File: src/hdl/kseq_pkg.sv
`timescale 1ns / 1ps

package kseq_pkg;

  // parser phase codes
  localparam logic [2:0] PH_IDLE    = 3'd0;
  localparam logic [2:0] PH_ESC     = 3'd1;
  localparam logic [2:0] PH_BRACKET = 3'd2;
  localparam logic [2:0] PH_ARG0    = 3'd3;
  localparam logic [2:0] PH_SEMI    = 3'd4;
  localparam logic [2:0] PH_ARG1    = 3'd5;

  // key kind codes
  localparam logic [3:0] KIND_NONE      = 4'd0;
  localparam logic [3:0] KIND_CHAR      = 4'd1;
  localparam logic [3:0] KIND_ENTER     = 4'd2;
  localparam logic [3:0] KIND_BACKSPACE = 4'd3;
  localparam logic [3:0] KIND_TAB       = 4'd4;
  localparam logic [3:0] KIND_LEFT      = 4'd5;
  localparam logic [3:0] KIND_RIGHT     = 4'd6;
  localparam logic [3:0] KIND_UP        = 4'd7;
  localparam logic [3:0] KIND_DOWN      = 4'd8;
  localparam logic [3:0] KIND_DELETE    = 4'd9;
  localparam logic [3:0] KIND_BACKTAB   = 4'd10;

  // special bytes
  localparam logic [7:0] CH_CTRL_Q = 8'd17;
  localparam logic [7:0] CH_CR     = 8'd13;
  localparam logic [7:0] CH_DEL    = 8'd127;
  localparam logic [7:0] CH_BS     = 8'd8;
  localparam logic [7:0] CH_TAB    = 8'd9;
  localparam logic [7:0] CH_CTRL_S = 8'd19;
  localparam logic [7:0] CH_ESC    = 8'd27;
  localparam logic [7:0] CH_LBRACK = 8'h5B;
  localparam logic [7:0] CH_SEMI   = 8'h3B;
  localparam logic [7:0] CH_ZERO   = 8'h30;
  localparam logic [7:0] CH_NINE   = 8'h39;
  localparam logic [7:0] CH_LOW_Q  = 8'h71;
  localparam logic [7:0] CH_LOW_S  = 8'h73;

  // modifier values
  localparam logic [7:0] MOD_CTRL = 8'd5;
  localparam logic [7:0] MOD_ALT  = 8'd3;

  // digits allowed in one number
  localparam logic [1:0] MAX_ARG_DIGITS = 2'd3;

  typedef struct packed {
    logic [2:0] phase;
    logic [1:0] digit_count;
    logic [7:0] modifier;
  } kseq_state_t;

  typedef struct packed {
    logic [3:0] kind;
    logic [7:0] chr;
    logic       ctrl;
    logic       alt;
  } kseq_key_t;

endpackage

File: src/hdl/kseq_if.sv
`timescale 1ns / 1ps

// byte request channel
interface kseq_in_if;
  logic       valid;
  logic       ready;
  logic [7:0] in_byte;

  modport source (output valid, output in_byte, input ready);
  modport sink (input valid, input in_byte, output ready);
endinterface

// key event request channel
interface kseq_out_if;
  logic       valid;
  logic       ready;
  logic [3:0] key_kind;
  logic [7:0] key_code;
  logic       ctrl_mod;
  logic       alt_mod;

  modport source (output valid, output key_kind, output key_code, output ctrl_mod,
                  output alt_mod, input ready);
  modport sink (input valid, input key_kind, input key_code, input ctrl_mod,
                input alt_mod, output ready);
endinterface

File: src/hdl/kseq_decode.sv
`timescale 1ns / 1ps

module kseq_decode
  import kseq_pkg::*;
#(
  parameter logic [1:0] MAX_DIGITS = MAX_ARG_DIGITS
) (
  input  kseq_state_t state_i,
  input  logic [7:0]  byte_i,
  output kseq_state_t state_o,
  output kseq_key_t   key_o,
  output logic        key_vld_o
);

  logic       is_digit;
  logic [7:0] digit_val;
  logic       mod_ctrl;
  logic       mod_alt;
  kseq_key_t  final_key;
  kseq_key_t  plain_key;

  assign is_digit  = (byte_i >= CH_ZERO) && (byte_i <= CH_NINE);
  assign digit_val = byte_i - CH_ZERO;
  assign mod_ctrl  = (state_i.modifier == MOD_CTRL);
  assign mod_alt   = (state_i.modifier == MOD_ALT);

  // final byte of a sequence
  always_comb begin
    final_key = '0;
    case (byte_i)
      "D": begin
        final_key = '{kind: KIND_LEFT, chr: 8'd0, ctrl: mod_ctrl, alt: mod_alt};
      end
      "C": begin
        final_key = '{kind: KIND_RIGHT, chr: 8'd0, ctrl: mod_ctrl, alt: mod_alt};
      end
      "A": begin
        final_key = '{kind: KIND_UP, chr: 8'd0, ctrl: mod_ctrl, alt: mod_alt};
      end
      "B": begin
        final_key = '{kind: KIND_DOWN, chr: 8'd0, ctrl: mod_ctrl, alt: mod_alt};
      end
      "~", "P": begin
        final_key = '{kind: KIND_DELETE, chr: 8'd0, ctrl: mod_ctrl, alt: mod_alt};
      end
      "M": begin
        // delete with ctrl always on
        final_key = '{kind: KIND_DELETE, chr: 8'd0, ctrl: 1'b1, alt: mod_alt};
      end
      "Z": begin
        final_key = '{kind: KIND_BACKTAB, chr: 8'd0, ctrl: mod_ctrl, alt: mod_alt};
      end
      default: begin
        final_key = '0;
      end
    endcase
  end

  // byte outside a sequence
  always_comb begin
    plain_key = '0;
    case (byte_i)
      CH_CTRL_Q: plain_key = '{kind: KIND_CHAR, chr: CH_LOW_Q, ctrl: 1'b1, alt: 1'b0};
      CH_CR:     plain_key = '{kind: KIND_ENTER, chr: 8'd0, ctrl: 1'b0, alt: 1'b0};
      CH_DEL:    plain_key = '{kind: KIND_BACKSPACE, chr: 8'd0, ctrl: 1'b0, alt: 1'b0};
      CH_BS:     plain_key = '{kind: KIND_BACKSPACE, chr: 8'd0, ctrl: 1'b1, alt: 1'b0};
      CH_TAB:    plain_key = '{kind: KIND_TAB, chr: 8'd0, ctrl: 1'b0, alt: 1'b0};
      CH_CTRL_S: plain_key = '{kind: KIND_CHAR, chr: CH_LOW_S, ctrl: 1'b1, alt: 1'b0};
      default:   plain_key = '{kind: KIND_CHAR, chr: byte_i, ctrl: 1'b0, alt: 1'b0};
    endcase
  end

  // phase transitions
  always_comb begin
    state_o   = state_i;
    key_o     = '0;
    key_vld_o = 1'b0;
    case (state_i.phase)
      PH_ESC: begin
        if (byte_i != CH_LBRACK) begin
          state_o   = '{phase: PH_IDLE, digit_count: 2'd0, modifier: 8'd0};
          key_vld_o = 1'b1;
        end else begin
          state_o = '{phase: PH_BRACKET, digit_count: 2'd0, modifier: 8'd0};
        end
      end
      PH_BRACKET: begin
        if (is_digit) begin
          state_o.phase       = PH_ARG0;
          state_o.digit_count = 2'd1;
        end else if (byte_i == CH_SEMI) begin
          state_o.phase = PH_SEMI;
        end else begin
          state_o   = '{phase: PH_IDLE, digit_count: 2'd0, modifier: 8'd0};
          key_o     = final_key;
          key_vld_o = 1'b1;
        end
      end
      PH_ARG0: begin
        if (is_digit) begin
          if (state_i.digit_count >= MAX_DIGITS) begin
            state_o   = '{phase: PH_IDLE, digit_count: 2'd0, modifier: 8'd0};
            key_vld_o = 1'b1;
          end else begin
            state_o.digit_count = state_i.digit_count + 2'd1;
          end
        end else if (byte_i == CH_SEMI) begin
          state_o.phase       = PH_SEMI;
          state_o.digit_count = 2'd0;
        end else begin
          state_o   = '{phase: PH_IDLE, digit_count: 2'd0, modifier: 8'd0};
          key_o     = final_key;
          key_vld_o = 1'b1;
        end
      end
      PH_SEMI: begin
        if (is_digit) begin
          state_o = '{phase: PH_ARG1, digit_count: 2'd1, modifier: digit_val};
        end else begin
          state_o   = '{phase: PH_IDLE, digit_count: 2'd0, modifier: 8'd0};
          key_o     = final_key;
          key_vld_o = 1'b1;
        end
      end
      PH_ARG1: begin
        if (is_digit) begin
          if (state_i.digit_count >= MAX_DIGITS) begin
            state_o   = '{phase: PH_IDLE, digit_count: 2'd0, modifier: 8'd0};
            key_vld_o = 1'b1;
          end else begin
            // modifier times ten plus digit, wrapping at 8 bits
            state_o.digit_count = state_i.digit_count + 2'd1;
            state_o.modifier    = {state_i.modifier[4:0], 3'b000}
                                + {state_i.modifier[6:0], 1'b0} + digit_val;
          end
        end else begin
          state_o   = '{phase: PH_IDLE, digit_count: 2'd0, modifier: 8'd0};
          key_o     = final_key;
          key_vld_o = 1'b1;
        end
      end
      default: begin
        // idle and unused codes
        if (byte_i == CH_ESC) begin
          state_o = '{phase: PH_ESC, digit_count: 2'd0, modifier: 8'd0};
        end else begin
          state_o.phase = PH_IDLE;
          key_o         = plain_key;
          key_vld_o     = 1'b1;
        end
      end
    endcase
  end

endmodule

File: src/hdl/terminal_key_sequence_decoder.sv
`timescale 1ns / 1ps

// a key event is valid in the cycle after the byte request that ends it is accepted
// one byte per cycle while the single output register is free or being drained; bytes stall otherwise
// a new byte is taken while a waiting event is being taken downstream
// reset: parser returns to idle with digit count and modifier cleared,
// and the output register is emptied
module terminal_key_sequence_decoder
  import kseq_pkg::*;
#(
  parameter logic [1:0] MAX_DIGITS = MAX_ARG_DIGITS
) (
  input  logic        clk_i,
  input  logic        rst_ni,
  kseq_in_if.sink     in_i,
  kseq_out_if.source  out_o
);

  kseq_state_t state_q;
  kseq_state_t state_d;
  kseq_key_t   key_d;
  kseq_key_t   key_q;
  logic        key_vld;
  logic        out_valid_q;
  logic        in_accept;

  // take a byte whenever the output slot is free or being drained
  assign in_i.ready = !out_valid_q || out_o.ready;
  assign in_accept  = in_i.valid && in_i.ready;

  kseq_decode #(
    .MAX_DIGITS (MAX_DIGITS)
  ) u_decode (
    .state_i   (state_q),
    .byte_i    (in_i.in_byte),
    .state_o   (state_d),
    .key_o     (key_d),
    .key_vld_o (key_vld)
  );

  // parser state
  always_ff @(posedge clk_i or negedge rst_ni) begin
    if (!rst_ni) begin
      state_q <= '{phase: PH_IDLE, digit_count: 2'd0, modifier: 8'd0};
    end else if (in_accept) begin
      state_q <= state_d;
    end
  end

  // output valid
  always_ff @(posedge clk_i or negedge rst_ni) begin
    if (!rst_ni) begin
      out_valid_q <= 1'b0;
    end else begin
      if (in_accept && key_vld) begin
        out_valid_q <= 1'b1;
      end else if (out_o.ready) begin
        out_valid_q <= 1'b0;
      end
    end
  end

  // output payload
  always_ff @(posedge clk_i) begin
    if (in_accept && key_vld) begin
      key_q <= key_d;
    end
  end

  assign out_o.valid    = out_valid_q;
  assign out_o.key_kind = key_q.kind;
  assign out_o.key_code = key_q.chr;
  assign out_o.ctrl_mod = key_q.ctrl;
  assign out_o.alt_mod  = key_q.alt;

endmodule
File: src/flat_wrapper.sv
// flat-port wrapper written by rule: the top's interface ports become plain ports
module terminal_key_sequence_decoder_flat import kseq_pkg::*;
#(
  parameter logic [1:0] MAX_DIGITS = MAX_ARG_DIGITS
)
  (clk_i, rst_ni, in_i_valid, in_i_in_byte, in_i_ready, out_o_valid, out_o_key_kind, out_o_key_code, out_o_ctrl_mod, out_o_alt_mod, out_o_ready);
  kseq_in_if in_i_i ();
  kseq_out_if out_o_i ();
  input  logic clk_i;
  input  logic rst_ni;
  input wire logic [$bits(in_i_i.valid)-1:0] in_i_valid;
  input wire logic [$bits(in_i_i.in_byte)-1:0] in_i_in_byte;
  output wire logic [$bits(in_i_i.ready)-1:0] in_i_ready;
  output wire logic [$bits(out_o_i.valid)-1:0] out_o_valid;
  output wire logic [$bits(out_o_i.key_kind)-1:0] out_o_key_kind;
  output wire logic [$bits(out_o_i.key_code)-1:0] out_o_key_code;
  output wire logic [$bits(out_o_i.ctrl_mod)-1:0] out_o_ctrl_mod;
  output wire logic [$bits(out_o_i.alt_mod)-1:0] out_o_alt_mod;
  input wire logic [$bits(out_o_i.ready)-1:0] out_o_ready;
  assign in_i_i.valid = in_i_valid;
  assign in_i_i.in_byte = in_i_in_byte;
  assign in_i_ready = in_i_i.ready;
  assign out_o_valid = out_o_i.valid;
  assign out_o_key_kind = out_o_i.key_kind;
  assign out_o_key_code = out_o_i.key_code;
  assign out_o_ctrl_mod = out_o_i.ctrl_mod;
  assign out_o_alt_mod = out_o_i.alt_mod;
  assign out_o_i.ready = out_o_ready;
  terminal_key_sequence_decoder #(.MAX_DIGITS(MAX_DIGITS)) u_core (.clk_i(clk_i), .rst_ni(rst_ni), .in_i(in_i_i), .out_o(out_o_i));
endmodule
File: config.mk
export PLATFORM = sky130hd
export DESIGN_NAME = terminal_key_sequence_decoder_flat
export DESIGN_NICKNAME = d
export VERILOG_FILES = /design/src/hdl/kseq_pkg.sv /design/src/hdl/kseq_if.sv /design/src/hdl/kseq_decode.sv /design/src/hdl/terminal_key_sequence_decoder.sv /design/src/flat_wrapper.sv
export SDC_FILE = /design/constraint.sdc
export NUM_CORES = 1
export LEC_CHECK = 0
export BUFFER_PORTS_ARGS = -buffer_cell sky130_fd_sc_hd__buf_2
export CAP_MARGIN = 30
export CORE_ASPECT_RATIO = 1.5
export CORE_MARGIN = 2
export CORE_UTILIZATION = 43
export DETAILED_ROUTE_END_ITERATION = 10
export PLACE_DENSITY = 0.63
export SLEW_MARGIN = 20
export SYNTH_ARGS = -nofsm -noshare
export SYNTH_HDL_FRONTEND = slang
export SYNTH_HIERARCHICAL = 1
export SYNTH_SLANG_ARGS = --single-unit
File: constraint.sdc
create_clock -name clk_i -period 3.45 [get_ports clk_i]
set_input_delay 1.035 -clock clk_i [delete_from_list [all_inputs] [get_ports clk_i]]
set_output_delay 1.035 -clock clk_i [all_outputs]
set_load 0.005 [all_outputs]
After elaboration in Yosys (flattened, before gate mapping) --
Index checks and enable logic that the tools add are counted.
Word-level totals: output and inout port bits 16, flip-flop bits (word level) 28, input bits 12, logic and storage cells 91
Cells by class: muxes and demuxes 35, reduce and logical (&&, ||, !) cells 12, equal/unequal tests 29, order comparisons 3, add/sub/neg operators 4
Operator list (number):
- case mux 14 bit (7 select lines) | 1
- case mux 13 bit (6 select lines) | 1
- equality test 8 x 7 -> 1 bit (second input constant) | 9
- case mux 13 bit (5 select lines) | 1
- two-way mux 14 bit | 4
- case mux 14 bit (3 select lines) | 1
- two-way mux 13 bit | 3
- two-way mux 10 bit | 3
- equality test 8 x 4 -> 1 bit (second input constant) | 3
- equality test 8 x 5 -> 1 bit (second input constant) | 3
- two-way mux 8 bit | 3
- adder 8 bit | 2
- two-way mux 12 bit | 1
- two-way mux 1 bit | 11
- two-way mux 5 bit | 2
- != test 3 bit (second input constant) | 3
- equality test 8 x 2 -> 1 bit (second input constant) | 1
- equality test 8 x 3 -> 1 bit (second input constant) | 1
- equality test 8 x 6 -> 1 bit (second input constant) | 1
- greater-or-equal comparator 8 x 6 -> 1 bit (second input constant) | 1
- less-or-equal comparator 8 x 6 -> 1 bit (second input constant) | 1
- != test 8 x 7 -> 1 bit (second input constant) | 1
- subtractor 8 x 6 -> 8 bit (second input constant) | 1
- equality test 3 x 2 -> 1 bit (second input constant) | 2
- 16 further kinds | 23

Longest topological paths before layout --
word-level depth 6, gate-level depth with buffers 12, mapped depth without buffers 12

Modules after synthesis --
The synthesis kept the hierarchy.
Modules (own cells, without submodules):
- kseq_decode | cells each 180, times used 1, seq. area each 0.0 µm², area each 1280.0 µm²
- terminal_key_sequence_decoder | cells each 47, times used 1, seq. area each 770.7 µm², area each 1013.5 µm²

Worst setup path before layout --
Ideal clock, no wire load.
path type input to register, from input port in_i_in_byte[4], to register u_core/state_q[7] in the netlist's numbering, setup slack 0.166 ns, library setup time 0.125 ns, data required time 3.325 ns, data arrival time 3.159 ns, buffers on the path 0, stages on the path 12, cells stage by stage inv_1 > ha_1 > inv_1 > fa_1 > inv_1 > ha_1 > o21ai_0 > o21bai_1 > a21oi_1 > xnor2_1 > a221o_1 > mux2_4
RTL lines:
- start: declaration | RTL line flat_wrapper.sv:12 | input wire logic [$bits(in_i_i.in_byte)-1:0] in_i_in_byte;
- end signal: assignment | RTL line terminal_key_sequence_decoder.sv:44 | state_q <= '{phase: PH_IDLE, digit_count: 2'd0, modifier: 8'd0};
- end signal: assignment | RTL line terminal_key_sequence_decoder.sv:46 | state_q <= state_d;
- end: declaration | RTL line terminal_key_sequence_decoder.sv:19 | kseq_state_t state_q;

==> flow_summary.ini <==
[synth]
synth_common_cells = nand2_1 (17), a21oi_1 (16), dfrtp_1 (14), edfxtp_1 (14)
synthFlopType = edfxtp_1
synth_warnings = 6
yosysTopAreaCellShare_pct = 18.33
ys_types = 57
synth_edf_count = 14
ys_seq_elements = 28
syn_avg_cell_area_um2 = 10.10
yosys-top-cells-area = edfxtp_1 (18%), dfrtp_1 (15%), ha_1 (7.1%)
async_flop_share_pct = 50.00
synth_cells = 227
yosys.area.top_type = edfxtp_1
ys_seq_area_share_pct = 33.61
netlist_area_um2 = 2293
yosysMostFrequentCell = nand2_1
syn_nets = 257

[cts]
clock_latency_ns = 0.28
cts.sinks = 28
post_cts_buffers = 0
cts_tree = done
htreeDepth = 1
cts_resized = 0
hold_buffers = 0
cts.clk_slew.worst_paths_ns = 0.10
cts_buffers = 3
cts_root_buf = clkbuf_8
clockBufferDepth = 2

[worst_setup_path]
rr_startpoint = u_core/state_q[2]
end_kind = flop
crit_fanout = 2
cp-start-kind = input pin
rrSetupSlack_ns = 0.72
cp.required_ns = 3.62
rr_endpoint = u_core/state_q[7]
cp.arrival_ns = 3.35
critical_path_class = in2reg
critPathCapture = u_core/state_q[7]
startpoint = in_i_in_byte[5]
r2r_cells = 8

[global_route]
grt_max_degree = 18
gr-usage-all-layers_pct = 18.40
grt_pass1_wl_um = 8604
grt_pass1_vias = 1764
antenna_found_initial = 0
overflow = 0

[floorplanning]
row_count = 32
core-area_um2 = 5125
die_w_um = 63.63
ios = 28
die_area_um2 = 5946
start_util_pct = 44.75
die_h_um = 93.45

[detailed_routing]
drt-total-wl_um = 5431
dr_total_vias = 1908
drt_pass1_iterations = 4
drc = 0
wl_per_cell_um = 16.46
vias_per_cell = 5.782
drtIter0Drc = 129
ant_nets = 0

[sta]
rsz0062_at_grt = no
layout_setup_ws_ns = 0.2746
max_slew_margin_pct = 66.07
fin_crit_ns = 3.175
period_share_pct = 92.04
slew_viol_final = 0
worstMarginPinSlew_ns = 0.5050
fmax_mhz = 314.9
finalSetupViolCount = 0
skew_ns = 0.003557
final-hold-violation-count = 0

[power]
total_power_w = 0.001010
power.density_nw_per_um2 = 384.5
leakage_nw = 1.131
ir_drop_mv = 0.1509

[min_path]
hp-start = u_core/out_o.valid
hold_class = reg2reg

[placement]
pre_cts_ws_ns = -0.02306
placed_cells_incl_taps = 326
dp.final_hpwl_um = 4124
place.gp.congestion = 0.8677
io_buffers = 27
dpl_cell_area_um2 = 2555

[finish]
finalNonFillerCells = 330
nFillCells = 502
n_antenna_cell = 0
fin_area_um2 = 2626
area_delta_synth_final_pct = 14.51
final_layout_size_suffix_gt1_share_pct = 25.19
nets = 293

[status]
status = complete, no violations

[run]
cap_violations = 0
-- per-layer routing --
metal	wire (um)	share of wire, %	GRT usage (%)	vias to the layer above
met5	0	0	0	-
met4	133	2.4	6.522	0
met3	256	4.7	1.685	11
met2	2732	50	32.63	78
met1	2308	42	23.10	903
li1	-	-	-	916
-- per-stage QoR --
step                      setup TNS (ns)  util (%)  hold WS (ns)
after global placement                 0     49.85        0.5214
final                                  0     51.25        0.5570
after detailed placement        -0.02306     49.85        0.5318
after global routing                   0     51.25        0.5990
after floorplan                        0         -        0.5044
after CTS                              0     51.25        0.5636
-- logic make-up after synthesis --
family / share of synthesized area [%]
simple gates: 19.04
compound gates: 19.70
xor+xnor: 3.437
buf+inv: 4.256
flops: 33.61
fa+ha+maj: 11.46
mux: 8.510
-- critical path, stage by stage --
cell      delay (ns)
buf_2           0.09
inv_1           0.05
ha_1            0.27
inv_1           0.05
fa_1            0.48
inv_1           0.04
ha_1            0.29
o21ai_0         0.10
o21bai_1        0.09
a21oi_1         0.18
xnor2_1         0.09
a221o_1         0.32
mux2_4          0.26
-- layout by cell type, fill, tap and decap left out, types with 4 or more instances in the layout --
cell,netlist,routed
edfxtp_1,14,14
nor3_1,6,6
a21oi_1,16,16
a22o_1,5,5
buf_2,2,27
ha_1,13,13
buf_4,0,12
nand3_1,6,6
a21o_1,5,5
nand2_1,17,17
nor2b_1,7,7
mux2_4,10,10
fa_1,5,5
a31oi_1,4,4
mux2_2,4,4
and3_1,7,7
inv_1,13,13
dfrtp_1,14,14
xnor2_1,7,7
o21ai_0,6,6
nor2_1,9,9
-- report_power, final --
group          leakage (nW)  switching [W]  internal [W]
Sequential            0.325      0.0000151      0.000398
Combinational         0.770       0.000189      0.000147
Clock                0.0357       0.000106      0.000155
Total                  1.13       0.000310      0.000700
-- sequential cells by signal, summed over array words and instances, names as in the netlist --
| name | cells |
|---|---|
| u_core/out_o.key_kind | 4 |
| u_core/out_o.alt_mod | 1 |
| u_core/out_o.valid | 1 |
| u_core/out_o.key_code | 8 |
| u_core/out_o.ctrl_mod | 1 |
| u_core/state_q | 13 |
-- area by class of cell --
class | instances | area, um^2 | share of cell area [%]
Inverter | 13 | 48.80 | 1.858
Timing Repair Buffer | 39 | 225.2 | 8.576
Clock inverter | 1 | 30.03 | 1.143
Sequential cell | 28 | 770.7 | 29.35
Clock buffer | 3 | 41.29 | 1.572
Multi-Input combinational cell | 178 | 1425 | 54.26
Tap cell | 68 | 85.08 | 3.240
-- worst min path at each step --
| stage | endpoint | depth (start not counted) |
|---|---|---|
| 6_report | u_core/out_o.valid | 2 |
| 5_1_grt | u_core/state_q[9] | 1 |
| 4_1_cts | u_core/out_o.valid | 2 |
| 3_5_place_dp | u_core/state_q[7] | 1 |
| 3_3_place_gp | u_core/state_q[9] | 1 |
| 2_1_floorplan | u_core/state_q[4] | 1 |
Note: power is estimated with default switching activity, not from simulation.
